[src/hw/rtl/ps2_device_link_engine_core_defines.svh]
// Assertion macros shared by the PS/2 device link engine RTL.
// No dependencies; included by the modules that carry assertions.
`ifndef PS2_DEVICE_LINK_ENGINE_CORE_DEFINES_SVH
`define PS2_DEVICE_LINK_ENGINE_CORE_DEFINES_SVH

// Same-cycle implication, checked out of reset.
`define PS2DLE_ASSERT_IMP(label, clk, rst_n, ante, cons) \
	label: assert property (@(posedge clk) disable iff (!(rst_n)) (ante) |-> (cons)) \
		else $error("ps2dle: implication check failed");

// Next-cycle implication, checked out of reset.
`define PS2DLE_ASSERT_NXT(label, clk, rst_n, ante, cons) \
	label: assert property (@(posedge clk) disable iff (!(rst_n)) (ante) |=> (cons)) \
		else $error("ps2dle: next-cycle check failed");

`endif

[src/hw/rtl/ps2dle_pkg.sv]
// Package for the PS/2 device link engine: item, result and config types
// and the command/response codes. No dependencies.
package ps2dle_pkg;

	localparam int unsigned BitLowW   = 16;
	localparam int unsigned QualW     = 10;
	localparam int unsigned FrameW    = 10;
	localparam int unsigned InDataW   = 16;
	localparam int unsigned OutDataW  = 16;
	localparam int unsigned CfgW      = 16;

	localparam logic [BitLowW-1:0] BitLowReset = 16'd30;
	localparam logic [QualW-1:0]   QualReset   = 10'd100;

	// register indexes on the config port
	localparam logic CFG_BIT_LOW_TICKS   = 1'b0;
	localparam logic CFG_QUALIFY_SAMPLES = 1'b1;

	// host commands and device responses
	localparam logic [7:0] CMD_ECHO     = 8'hEE;
	localparam logic [7:0] CMD_RESET    = 8'hFF;
	localparam logic [7:0] CMD_GET_ID   = 8'hF2;
	localparam logic [7:0] RSP_ECHO     = 8'hEE;
	localparam logic [7:0] RSP_BAT_OK   = 8'hAA;
	localparam logic [7:0] RSP_ACK      = 8'hFA;
	localparam logic [7:0] RSP_ID_BYTE  = 8'hAB;

	typedef struct packed {
		logic [BitLowW-1:0] bit_low_ticks;
		logic [QualW-1:0]   qualify_samples;
	} ps2dle_cfg_t;

	typedef struct packed {
		logic [7:0] send_byte;
		logic       send_request;
		logic       dat_in;
		logic       clk_in;
	} ps2dle_item_t;

	typedef struct packed {
		logic [FrameW-1:0] rx_frame;
		logic              rx_valid;
		logic              send_taken;
		logic              busy_res;
		logic              dat_drive_low;
		logic              clk_drive_low;
	} ps2dle_res_t;

endpackage

[src/hw/rtl/ps2dle_engine.sv]
// Link engine state and per-tick next-state logic for the PS/2 device link.
// Depends on ps2dle_pkg and the assertion macro header.
`include "ps2_device_link_engine_core_defines.svh"

module ps2dle_engine import ps2dle_pkg::*; (
	input  logic         clk,
	input  logic         arst_n,
	input  logic         adv,
	input  ps2dle_item_t item,
	input  ps2dle_cfg_t  cfg,
	output ps2dle_res_t  res
);

	typedef enum logic [3:0] {
		PH_IDLE   = 4'd0,
		PH_QLOW   = 4'd1,
		PH_QHIGH  = 4'd2,
		PH_TXPRE  = 4'd3,
		PH_TXLOW  = 4'd4,
		PH_TXPOST = 4'd5,
		PH_RXPRE  = 4'd6,
		PH_RXLOW  = 4'd7,
		PH_RXPOST = 4'd8,
		PH_GAP    = 4'd9
	} phase_t;

	localparam logic [3:0] FrameBits  = 4'd11;
	localparam logic [3:0] RxDataBits = 4'd10;

	phase_t              phase_q, phase_d;
	logic [BitLowW-1:0]  timer_q, timer_d;
	logic [3:0]          bit_idx_q, bit_idx_d;
	logic [FrameW-1:0]   shift_q, shift_d;
	logic                parity_q, parity_d;
	logic [7:0]          tx_byte_q, tx_byte_d;
	logic                fup_q, fup_d;
	logic [QualW-1:0]    qcnt_q, qcnt_d;

	logic [BitLowW-1:0]  full_len, half_raw, half_len, timer_inc;
	logic                done_full, done_half;
	logic [QualW-1:0]    q_len, qcnt_inc;
	logic                taken, rxv;
	logic [7:0]          resp;
	logic                tx_bit;
	logic [3:0]          bit_idx_inc;

	assign half_raw  = cfg.bit_low_ticks >> 1;
	assign full_len  = (cfg.bit_low_ticks == '0) ? BitLowW'(1) : cfg.bit_low_ticks;
	assign half_len  = (half_raw == '0) ? BitLowW'(1) : half_raw;
	assign timer_inc = timer_q + BitLowW'(1);
	assign done_full = timer_inc >= full_len;
	assign done_half = timer_inc >= half_len;
	assign q_len     = (cfg.qualify_samples == '0) ? QualW'(1) : cfg.qualify_samples;
	assign qcnt_inc  = qcnt_q + QualW'(1);
	assign bit_idx_inc = bit_idx_q + 4'd1;

	always_comb begin
		phase_d   = phase_q;
		timer_d   = timer_q;
		bit_idx_d = bit_idx_q;
		shift_d   = shift_q;
		parity_d  = parity_q;
		tx_byte_d = tx_byte_q;
		fup_d     = fup_q;
		qcnt_d    = qcnt_q;
		taken     = 1'b0;
		rxv       = 1'b0;
		resp      = RSP_ACK;
		unique case (phase_q)
			PH_IDLE: begin
				if (item.send_request) begin
					taken     = 1'b1;
					fup_d     = 1'b0;
					tx_byte_d = item.send_byte;
					parity_d  = ~^item.send_byte;
					bit_idx_d = 4'd0;
					timer_d   = '0;
					phase_d   = PH_TXPRE;
				end else if (!item.clk_in) begin
					timer_d = '0;
					if (q_len == QualW'(1)) begin
						phase_d = PH_QHIGH;
						qcnt_d  = '0;
					end else begin
						phase_d = PH_QLOW;
						qcnt_d  = QualW'(1);
					end
				end
			end
			PH_QLOW: begin
				if (item.clk_in) begin
					phase_d = PH_IDLE;
					qcnt_d  = '0;
				end else if (qcnt_inc >= q_len) begin
					phase_d = PH_QHIGH;
					qcnt_d  = '0;
				end else begin
					qcnt_d = qcnt_inc;
				end
			end
			PH_QHIGH: begin
				if (!item.clk_in) begin
					qcnt_d = '0;
				end else if (qcnt_inc >= q_len) begin
					qcnt_d    = '0;
					phase_d   = PH_RXPRE;
					bit_idx_d = 4'd0;
					timer_d   = '0;
					shift_d   = '0;
				end else begin
					qcnt_d = qcnt_inc;
				end
			end
			PH_TXPRE: begin
				timer_d = done_half ? '0 : timer_inc;
				if (done_half) phase_d = PH_TXLOW;
			end
			PH_TXLOW: begin
				timer_d = done_full ? '0 : timer_inc;
				if (done_full) phase_d = PH_TXPOST;
			end
			PH_TXPOST: begin
				timer_d = done_half ? '0 : timer_inc;
				if (done_half) begin
					if (bit_idx_inc >= FrameBits) begin
						bit_idx_d = 4'd0;
						phase_d   = PH_GAP;
					end else begin
						bit_idx_d = bit_idx_inc;
						phase_d   = PH_TXPRE;
					end
				end
			end
			PH_RXPRE: begin
				timer_d = done_half ? '0 : timer_inc;
				if (done_half) phase_d = PH_RXLOW;
			end
			PH_RXLOW: begin
				timer_d = done_full ? '0 : timer_inc;
				if (done_full) begin
					// data is sampled as the clock-low period ends
					if (bit_idx_q < RxDataBits)
						shift_d[bit_idx_q] = shift_q[bit_idx_q] | item.dat_in;
					phase_d = PH_RXPOST;
				end
			end
			PH_RXPOST: begin
				timer_d = done_half ? '0 : timer_inc;
				if (done_half) begin
					if (bit_idx_inc >= FrameBits) begin
						rxv = 1'b1;
						priority if (shift_q[7:0] == CMD_ECHO)  resp = RSP_ECHO;
						else if (shift_q[7:0] == CMD_RESET)     resp = RSP_BAT_OK;
						else                                     resp = RSP_ACK;
						fup_d     = (shift_q[7:0] == CMD_GET_ID);
						tx_byte_d = resp;
						parity_d  = ~^resp;
						bit_idx_d = 4'd0;
						timer_d   = '0;
						phase_d   = PH_TXPRE;
					end else begin
						bit_idx_d = bit_idx_inc;
						phase_d   = PH_RXPRE;
					end
				end
			end
			PH_GAP: begin
				timer_d = done_full ? '0 : timer_inc;
				if (done_full) begin
					// bit_index marks the extra gap before the ID byte
					priority if (fup_q && bit_idx_q == 4'd0) begin
						bit_idx_d = 4'd1;
					end else if (fup_q) begin
						fup_d     = 1'b0;
						tx_byte_d = RSP_ID_BYTE;
						parity_d  = ~^RSP_ID_BYTE;
						bit_idx_d = 4'd0;
						timer_d   = '0;
						phase_d   = PH_TXPRE;
					end else begin
						bit_idx_d = 4'd0;
						phase_d   = PH_IDLE;
					end
				end
			end
			default: begin
				phase_d   = PH_IDLE;
				timer_d   = '0;
				bit_idx_d = 4'd0;
				qcnt_d    = '0;
			end
		endcase
	end

	// drive levels follow the updated state
	always_comb begin
		priority if (bit_idx_d == 4'd0) tx_bit = 1'b0;
		else if (bit_idx_d <= 4'd8)     tx_bit = tx_byte_d[3'(bit_idx_d - 4'd1)];
		else if (bit_idx_d == 4'd9)     tx_bit = parity_d;
		else                            tx_bit = 1'b1;
	end

	always_comb begin
		res               = '0;
		res.clk_drive_low = (phase_d == PH_TXLOW) || (phase_d == PH_RXLOW);
		if (phase_d == PH_TXPRE || phase_d == PH_TXLOW || phase_d == PH_TXPOST)
			res.dat_drive_low = ~tx_bit;
		else if (phase_d == PH_RXPRE || phase_d == PH_RXLOW || phase_d == PH_RXPOST)
			res.dat_drive_low = (bit_idx_d >= RxDataBits);
		res.busy_res   = (phase_d != PH_IDLE);
		res.send_taken = taken;
		res.rx_valid   = rxv;
		res.rx_frame   = rxv ? shift_q : '0;
	end

	always_ff @(posedge clk or negedge arst_n) begin
		if (!arst_n) begin
			phase_q   <= PH_IDLE;
			timer_q   <= '0;
			bit_idx_q <= 4'd0;
			shift_q   <= '0;
			parity_q  <= 1'b1;
			tx_byte_q <= 8'd0;
			fup_q     <= 1'b0;
			qcnt_q    <= '0;
		end else if (adv) begin
			phase_q   <= phase_d;
			timer_q   <= timer_d;
			bit_idx_q <= bit_idx_d;
			shift_q   <= shift_d;
			parity_q  <= parity_d;
			tx_byte_q <= tx_byte_d;
			fup_q     <= fup_d;
			qcnt_q    <= qcnt_d;
		end
	end

	`PS2DLE_ASSERT_IMP(a_rx_starts_reply, clk, arst_n, adv && res.rx_valid, phase_d == PH_TXPRE)
	`PS2DLE_ASSERT_IMP(a_take_only_idle, clk, arst_n, res.send_taken, phase_q == PH_IDLE)
	`PS2DLE_ASSERT_NXT(a_hold_when_stalled, clk, arst_n, !adv, $stable(phase_q) && $stable(timer_q))
	`PS2DLE_ASSERT_IMP(a_bit_idx_range, clk, arst_n, 1'b1, bit_idx_q <= RxDataBits)

endmodule

[src/hw/rtl/ps2dle_out_stage.sv]
// Result register of the PS/2 device link engine, master side of the stream.
// Depends on ps2dle_pkg.
module ps2dle_out_stage import ps2dle_pkg::*; (
	input  logic                clk,
	input  logic                arst_n,
	input  logic                load,
	input  ps2dle_res_t         res,
	output logic                ready,
	output logic                m_tvalid,
	input  logic                m_tready,
	output logic [OutDataW-1:0] m_tdata
);

	logic        valid_q;
	ps2dle_res_t res_q;

	assign ready    = !valid_q || m_tready;
	assign m_tvalid = valid_q;
	assign m_tdata  = OutDataW'(res_q);

	always_ff @(posedge clk or negedge arst_n) begin
		if (!arst_n) begin
			valid_q <= 1'b0;
		end else if (ready) begin
			valid_q <= load;
		end
	end

	always_ff @(posedge clk) begin
		if (ready && load) res_q <= res;
	end

endmodule

[src/hw/rtl/ps2_device_link_engine_core.sv]
// PS/2 device link engine, device side of the two-wire link.
// Each input item on s_axis is one time tick: the sampled clock and data
// lines plus an optional send request. Each item yields exactly one result
// item on m_axis with the clock/data pull-down levels after that tick,
// busy, send_taken and, on the tick a host frame completes, rx_valid and
// the ten received bits. Idle, a send request starts an 11-bit frame;
// a qualified host request (clock low, then high) starts reception,
// followed by the reply (and the ID byte after a get-ID command).
// An accepted item is held in the input register; its result is offered
// from the result register. Throughput: one item per cycle while the result
// register can take it, set by the combinational state update between them.
// When m_tready is low and a result waits, the result register holds, and
// s_tready drops while the input register is full, until the result moves.
// Reset (arst_n low) returns to idle, clears both valid flags and loads the
// default timing (30 ticks per bit low, 100 qualify samples).
// cfg_we/cfg_index/cfg_wdata write a timing register.
// Depends on ps2dle_pkg, ps2dle_engine and ps2dle_out_stage.
module ps2_device_link_engine_core import ps2dle_pkg::*; (
	input  logic                clk,
	input  logic                arst_n,
	input  logic                s_tvalid,
	output logic                s_tready,
	// [0] clk_in, [1] dat_in, [2] send_request, [10:3] send_byte, rest zero
	input  logic [InDataW-1:0]  s_tdata,
	output logic                m_tvalid,
	input  logic                m_tready,
	// [0] clk_drive_low, [1] dat_drive_low, [2] busy_res, [3] send_taken,
	// [4] rx_valid, [14:5] rx_frame, [15] zero
	output logic [OutDataW-1:0] m_tdata,
	input  logic                cfg_we,
	input  logic                cfg_index,
	input  logic [CfgW-1:0]     cfg_wdata
);

	logic         in_valid_s1;
	ps2dle_item_t in_item_s1;
	ps2dle_cfg_t  cfg_q;
	ps2dle_res_t  res;
	logic         out_ready;
	logic         adv;

	assign adv      = in_valid_s1 && out_ready;
	assign s_tready = !in_valid_s1 || adv;

	always_ff @(posedge clk or negedge arst_n) begin
		if (!arst_n) begin
			in_valid_s1 <= 1'b0;
		end else if (s_tready) begin
			in_valid_s1 <= s_tvalid;
		end
	end

	always_ff @(posedge clk) begin
		if (s_tvalid && s_tready) in_item_s1 <= ps2dle_item_t'(s_tdata[$bits(ps2dle_item_t)-1:0]);
	end

	always_ff @(posedge clk or negedge arst_n) begin
		if (!arst_n) begin
			cfg_q.bit_low_ticks   <= BitLowReset;
			cfg_q.qualify_samples <= QualReset;
		end else if (cfg_we) begin
			unique case (cfg_index)
				CFG_BIT_LOW_TICKS:   cfg_q.bit_low_ticks   <= cfg_wdata[BitLowW-1:0];
				CFG_QUALIFY_SAMPLES: cfg_q.qualify_samples <= cfg_wdata[QualW-1:0];
				default: ;
			endcase
		end
	end

	ps2dle_engine u_engine (
		.clk    (clk),
		.arst_n (arst_n),
		.adv    (adv),
		.item   (in_item_s1),
		.cfg    (cfg_q),
		.res    (res)
	);

	ps2dle_out_stage u_out (
		.clk      (clk),
		.arst_n   (arst_n),
		.load     (adv),
		.res      (res),
		.ready    (out_ready),
		.m_tvalid (m_tvalid),
		.m_tready (m_tready),
		.m_tdata  (m_tdata)
	);

endmodule

[config.mk]
export PLATFORM = sky130hd
export DESIGN_NAME = ps2_device_link_engine_core
export DESIGN_NICKNAME = d
export VERILOG_FILES = /design/src/hw/rtl/ps2dle_pkg.sv /design/src/hw/rtl/ps2dle_engine.sv /design/src/hw/rtl/ps2dle_out_stage.sv /design/src/hw/rtl/ps2_device_link_engine_core.sv
export VERILOG_INCLUDE_DIRS = /design/src /design/src/hw/rtl
export SDC_FILE = /design/constraint.sdc
export NUM_CORES = 1
export LEC_CHECK = 0
export ABC_AREA = 1
export BUFFER_PORTS_ARGS = -buffer_cell sky130_fd_sc_hd__buf_2
export CELL_PAD_IN_SITES_DETAIL_PLACEMENT = 0
export CELL_PAD_IN_SITES_GLOBAL_PLACEMENT = 2
export CORE_MARGIN = 2
export CORE_UTILIZATION = 36
export DETAILED_ROUTE_END_ITERATION = 16
export HOLD_SLACK_MARGIN = 0.03
export MAX_ROUTING_LAYER = met4
export PLACE_DENSITY = 0.77
export RECOVER_POWER = 25
export SLEW_MARGIN = 20
export SYNTH_ARGS = -nofsm -noshare
export SYNTH_HDL_FRONTEND = slang
export SYNTH_SLANG_ARGS = --single-unit
[constraint.sdc]
create_clock -name clk -period 4.5 [get_ports clk]
set_clock_uncertainty 0.1 [all_clocks]
set_input_delay 0.225 -clock clk [delete_from_list [all_inputs] [get_ports clk]]
set_output_delay 0.225 -clock clk [all_outputs]
set_load 0.05 [all_outputs]
==> impl_metrics.yaml <==
timing:
  fin_crit_sh: 0.9217
  finalMaxSlewViolations: 40
  slew_headroom: -0.5603
  period_minus_slack_ps: 4148
  setup_tns_ps: 0
  hold_viol: 0
  worstMarginPinSlew_ps: 2340
  fmax_mhz: 241.1
  whs_ps: 55.37
  setup_viol: 0
placed_design:
  hpwl_um: 14330
  numPortBuffers: 49
  dpl_cell_area_mm2: 0.007705
  globalplace.congestion: 0.8446
  placed_cells: 1230
power_and_ir_drop:
  power_frac_seq: 0.355
  power.density_mw_per_mm2: 464.8
  p_switching_mw: 1.691
  internal_power_mw: 2.156
  leakagePower_nw: 4.226
  pwr-share-comb: 0.442
  power_frac_clock: 0.203
  vdd_drop_max_mv: 0.2424
  p_total_mw: 3.847
  p_sw_frac: 0.4396
critical_path:
  cp-end-kind: "register"
  cp_data_required_time_ps: 4520
  cp.arrival_ps: 4170
  startpoint_type: "register"
  slowest_stage: "dfrtp_1"
  worst-path-buf-inv: 4
  cp_common_cell: "nand2_1"
  cp_max_fo: 3
  cpLargestDelayFamily: "simple AND/OR/NAND/NOR gates"
  slowest_delay_ps: 360
  critPathKind: "register to register"
global_routing:
  grt_usage: 0.1985
  grt_overflow_total: 0
  antenna_found_initial: 0
  grt_pass1_wl_um: 31150
  grt_pass1_vias: 6047
  grt_max_degree: 45
synthesis:
  synth_edf_count: 26
  synthArstFlopShare: 0.7593
  synthAdderAreaFrac: 0.08276
  synth.area.mux_share: 0
  synth_xor_xnor_area_share: 0.03328
  synth_cell_types: 55
  synth_top_family_by_area: "simple AND/OR/NAND/NOR gates"
  synthesis.nets: 1005
  yosys.area.top_type: "dfrtp_1"
  synthesis.area_mm2: 0.007106
  synth-seq-cells: 108
  synthSimpleGateAreaFrac: 0.2382
  ys.warnings.count: 0
  synth_ff_type: "dfrtp_1"
  synth_top_cells_by_area: "dfrtp_1 (26%), edfxtp_1 (11%), nand2_1 (11%)"
  ys_seq_area_frac: 0.4001
  syn_inst: 920
  synth_compound_area_frac: 0.1423
  syn_avg_cell_area_um2: 7.723
  synth_top_area_share: 0.2606
cells_and_area:
  fin_nets: 1088
  final_cells: 1273
  layout_common_cells: "nand2_1 (208), inv_1 (163), dfrtp_1 (74)"
  multiInputGateArea_mm2: 0.003576
  seqCellArea_mm2: 0.002843
  layout_commonest_cell: "nand2_1"
  drive_gt1_frac: 0.1339
  syn_to_final_growth_pct: 16.48
  n_antenna_cell: 0
  finalInstanceArea_mm2: 0.008277
  fillers: 2113
cts:
  insertion_delay_ps: 360
  clockBufferDepth: 2
  htreeDepth: 3
  numCtsBuffers: 9
  clkTransAtPathRegs_ps: 80
  cts_tree: "yes"
  ctsRootBufferMaster: "clkbuf_16"
  clock-sinks: 108
floorplan:
  row_count: 51
  num_io_pins: 56
  dieHeight_um: 144.5
  dieArea_mm2: 0.02088
  start_util: 0.3663
  coreArea_mm2: 0.01940
  die_x_um: 144.5
hold_path:
  hp-class: "primary input to register"
drt:
  firstDrtPassIters: 5
  route.detailed.drc: 0
  ant_nets: 0
  drt_wl_total_um: 19140
  wl_per_cell_um: 15.04
  vias: 6130
  first_iter_violations: 242
  viasPerCell: 4.815
flow_run:
  max_cap_viol_count: 1
run_status:
  violations: "max-capacitance violations, max-slew violations"
  status: "complete, but fails checks"
sequential cells by signal, indices dropped and copies added, names as in the netlist:
signal / count
u_engine.qcnt_q: 10
u_out.m_tdata: 15
in_item_s1: 11
in_valid_s1: 1
u_engine.timer_q: 16
u_engine.parity_q: 1
u_engine.bit_idx_q: 4
cfg_q: 26
u_engine.phase_q: 4
u_out.m_tvalid: 1
u_engine.fup_q: 1
u_engine.shift_q: 10
u_engine.tx_byte_q: 8
kinds of logic after synthesis:
kind of cell	count (synthesis)
flops	108
fa+ha+maj	47
xor+xnor	27
compound gates	171
simple gates	375
buf+inv	191
other cells	1
metrics by stage:
step | setup WS (ps) | utilization
after floorplan | 623.7 | -
after global placement | 155.9 | 0.3972
after detailed placement | 92.71 | 0.3972
after CTS | 53.96 | 0.4234
after global routing | -21.64 | 0.4267
final | 352.3 | 0.4267
tightest hold or removal path: cells and delay by family:
family	cells	cell delay (ps)
compound gates	1	90
buf+inv	2	180
power by group through the flow:
stage / combinational (mW) / sequential (mW) / clock (mW)
6_report: 1.70 / 1.37 / 0.781
5_1_grt: 1.96 / 1.40 / 0.838
4_1_cts: 1.71 / 1.37 / 0.807
3_5_place_dp: 1.69 / 1.39 / 0
3_3_place_gp: 1.69 / 1.39 / 0
2_1_floorplan: 1.15 / 1.44 / 0
what timing repair did:
item	in CTS	in global routing
hold endpoints to repair	60	0
setup endpoints to repair	0	8
hold buffers	23	0
buffers inserted	0	3
gates resized for setup	0	9
metal layers:
metal | routed length [um] | share of wire | track usage | vias to the layer above
met5 | 0 | 0 | - | -
met4 | 265 | 0.014 | 0.05672 | 0
met3 | 473 | 0.025 | 0.02318 | 15
met2 | 9202 | 0.48 | 0.3303 | 78
met1 | 9199 | 0.48 | 0.2562 | 2855
li1 | - | - | - | 3182
cell usage after synthesis, drive strengths merged, types with 2 or more instances:
cell	count
nand2	214
inv	173
nor2	77
dfrtp	74
o21ai	69
ha	47
a21oi	43
nand3	39
edfxtp	26
o22ai	23
nand4	21
xor2	20
nor3	13
clkbuf	11
dfstp	8
xnor2	7
a22oi	6
buf	6
o211ai	5
o31ai	5
o32ai	5
a31oi	4
nor4	4
or2	4
a221oi	2
o21a	2
path summary, 6_finish.rpt:
path,cells after the start,slack [ps],end,start
max reg2reg,29,350,u_out.m_tdata[1],u_engine.timer_q[0]
min,3,60,cfg_q[6],cfg_wdata[6]
min reg2reg,2,390,cfg_q[10],cfg_q[10]
min in group asynchronous,2,1000,in_valid_s1,arst_n
max,29,350,u_out.m_tdata[1],u_engine.timer_q[0]
max in group asynchronous,3,1670,cfg_q[7],arst_n
final cells by class:
| cell class | instances | area share |
|---|---|---|
| multi-input cells | 622 | 0.4320 |
| flip-flops and latches | 108 | 0.3435 |
| inverters | 174 | 0.07891 |
| repair buffers | 88 | 0.07181 |
| well taps | 265 | 0.04006 |
| clock buffers | 10 | 0.02766 |
| clock inverters | 6 | 0.006047 |
Note: power is estimated with default switching activity, not from simulation.
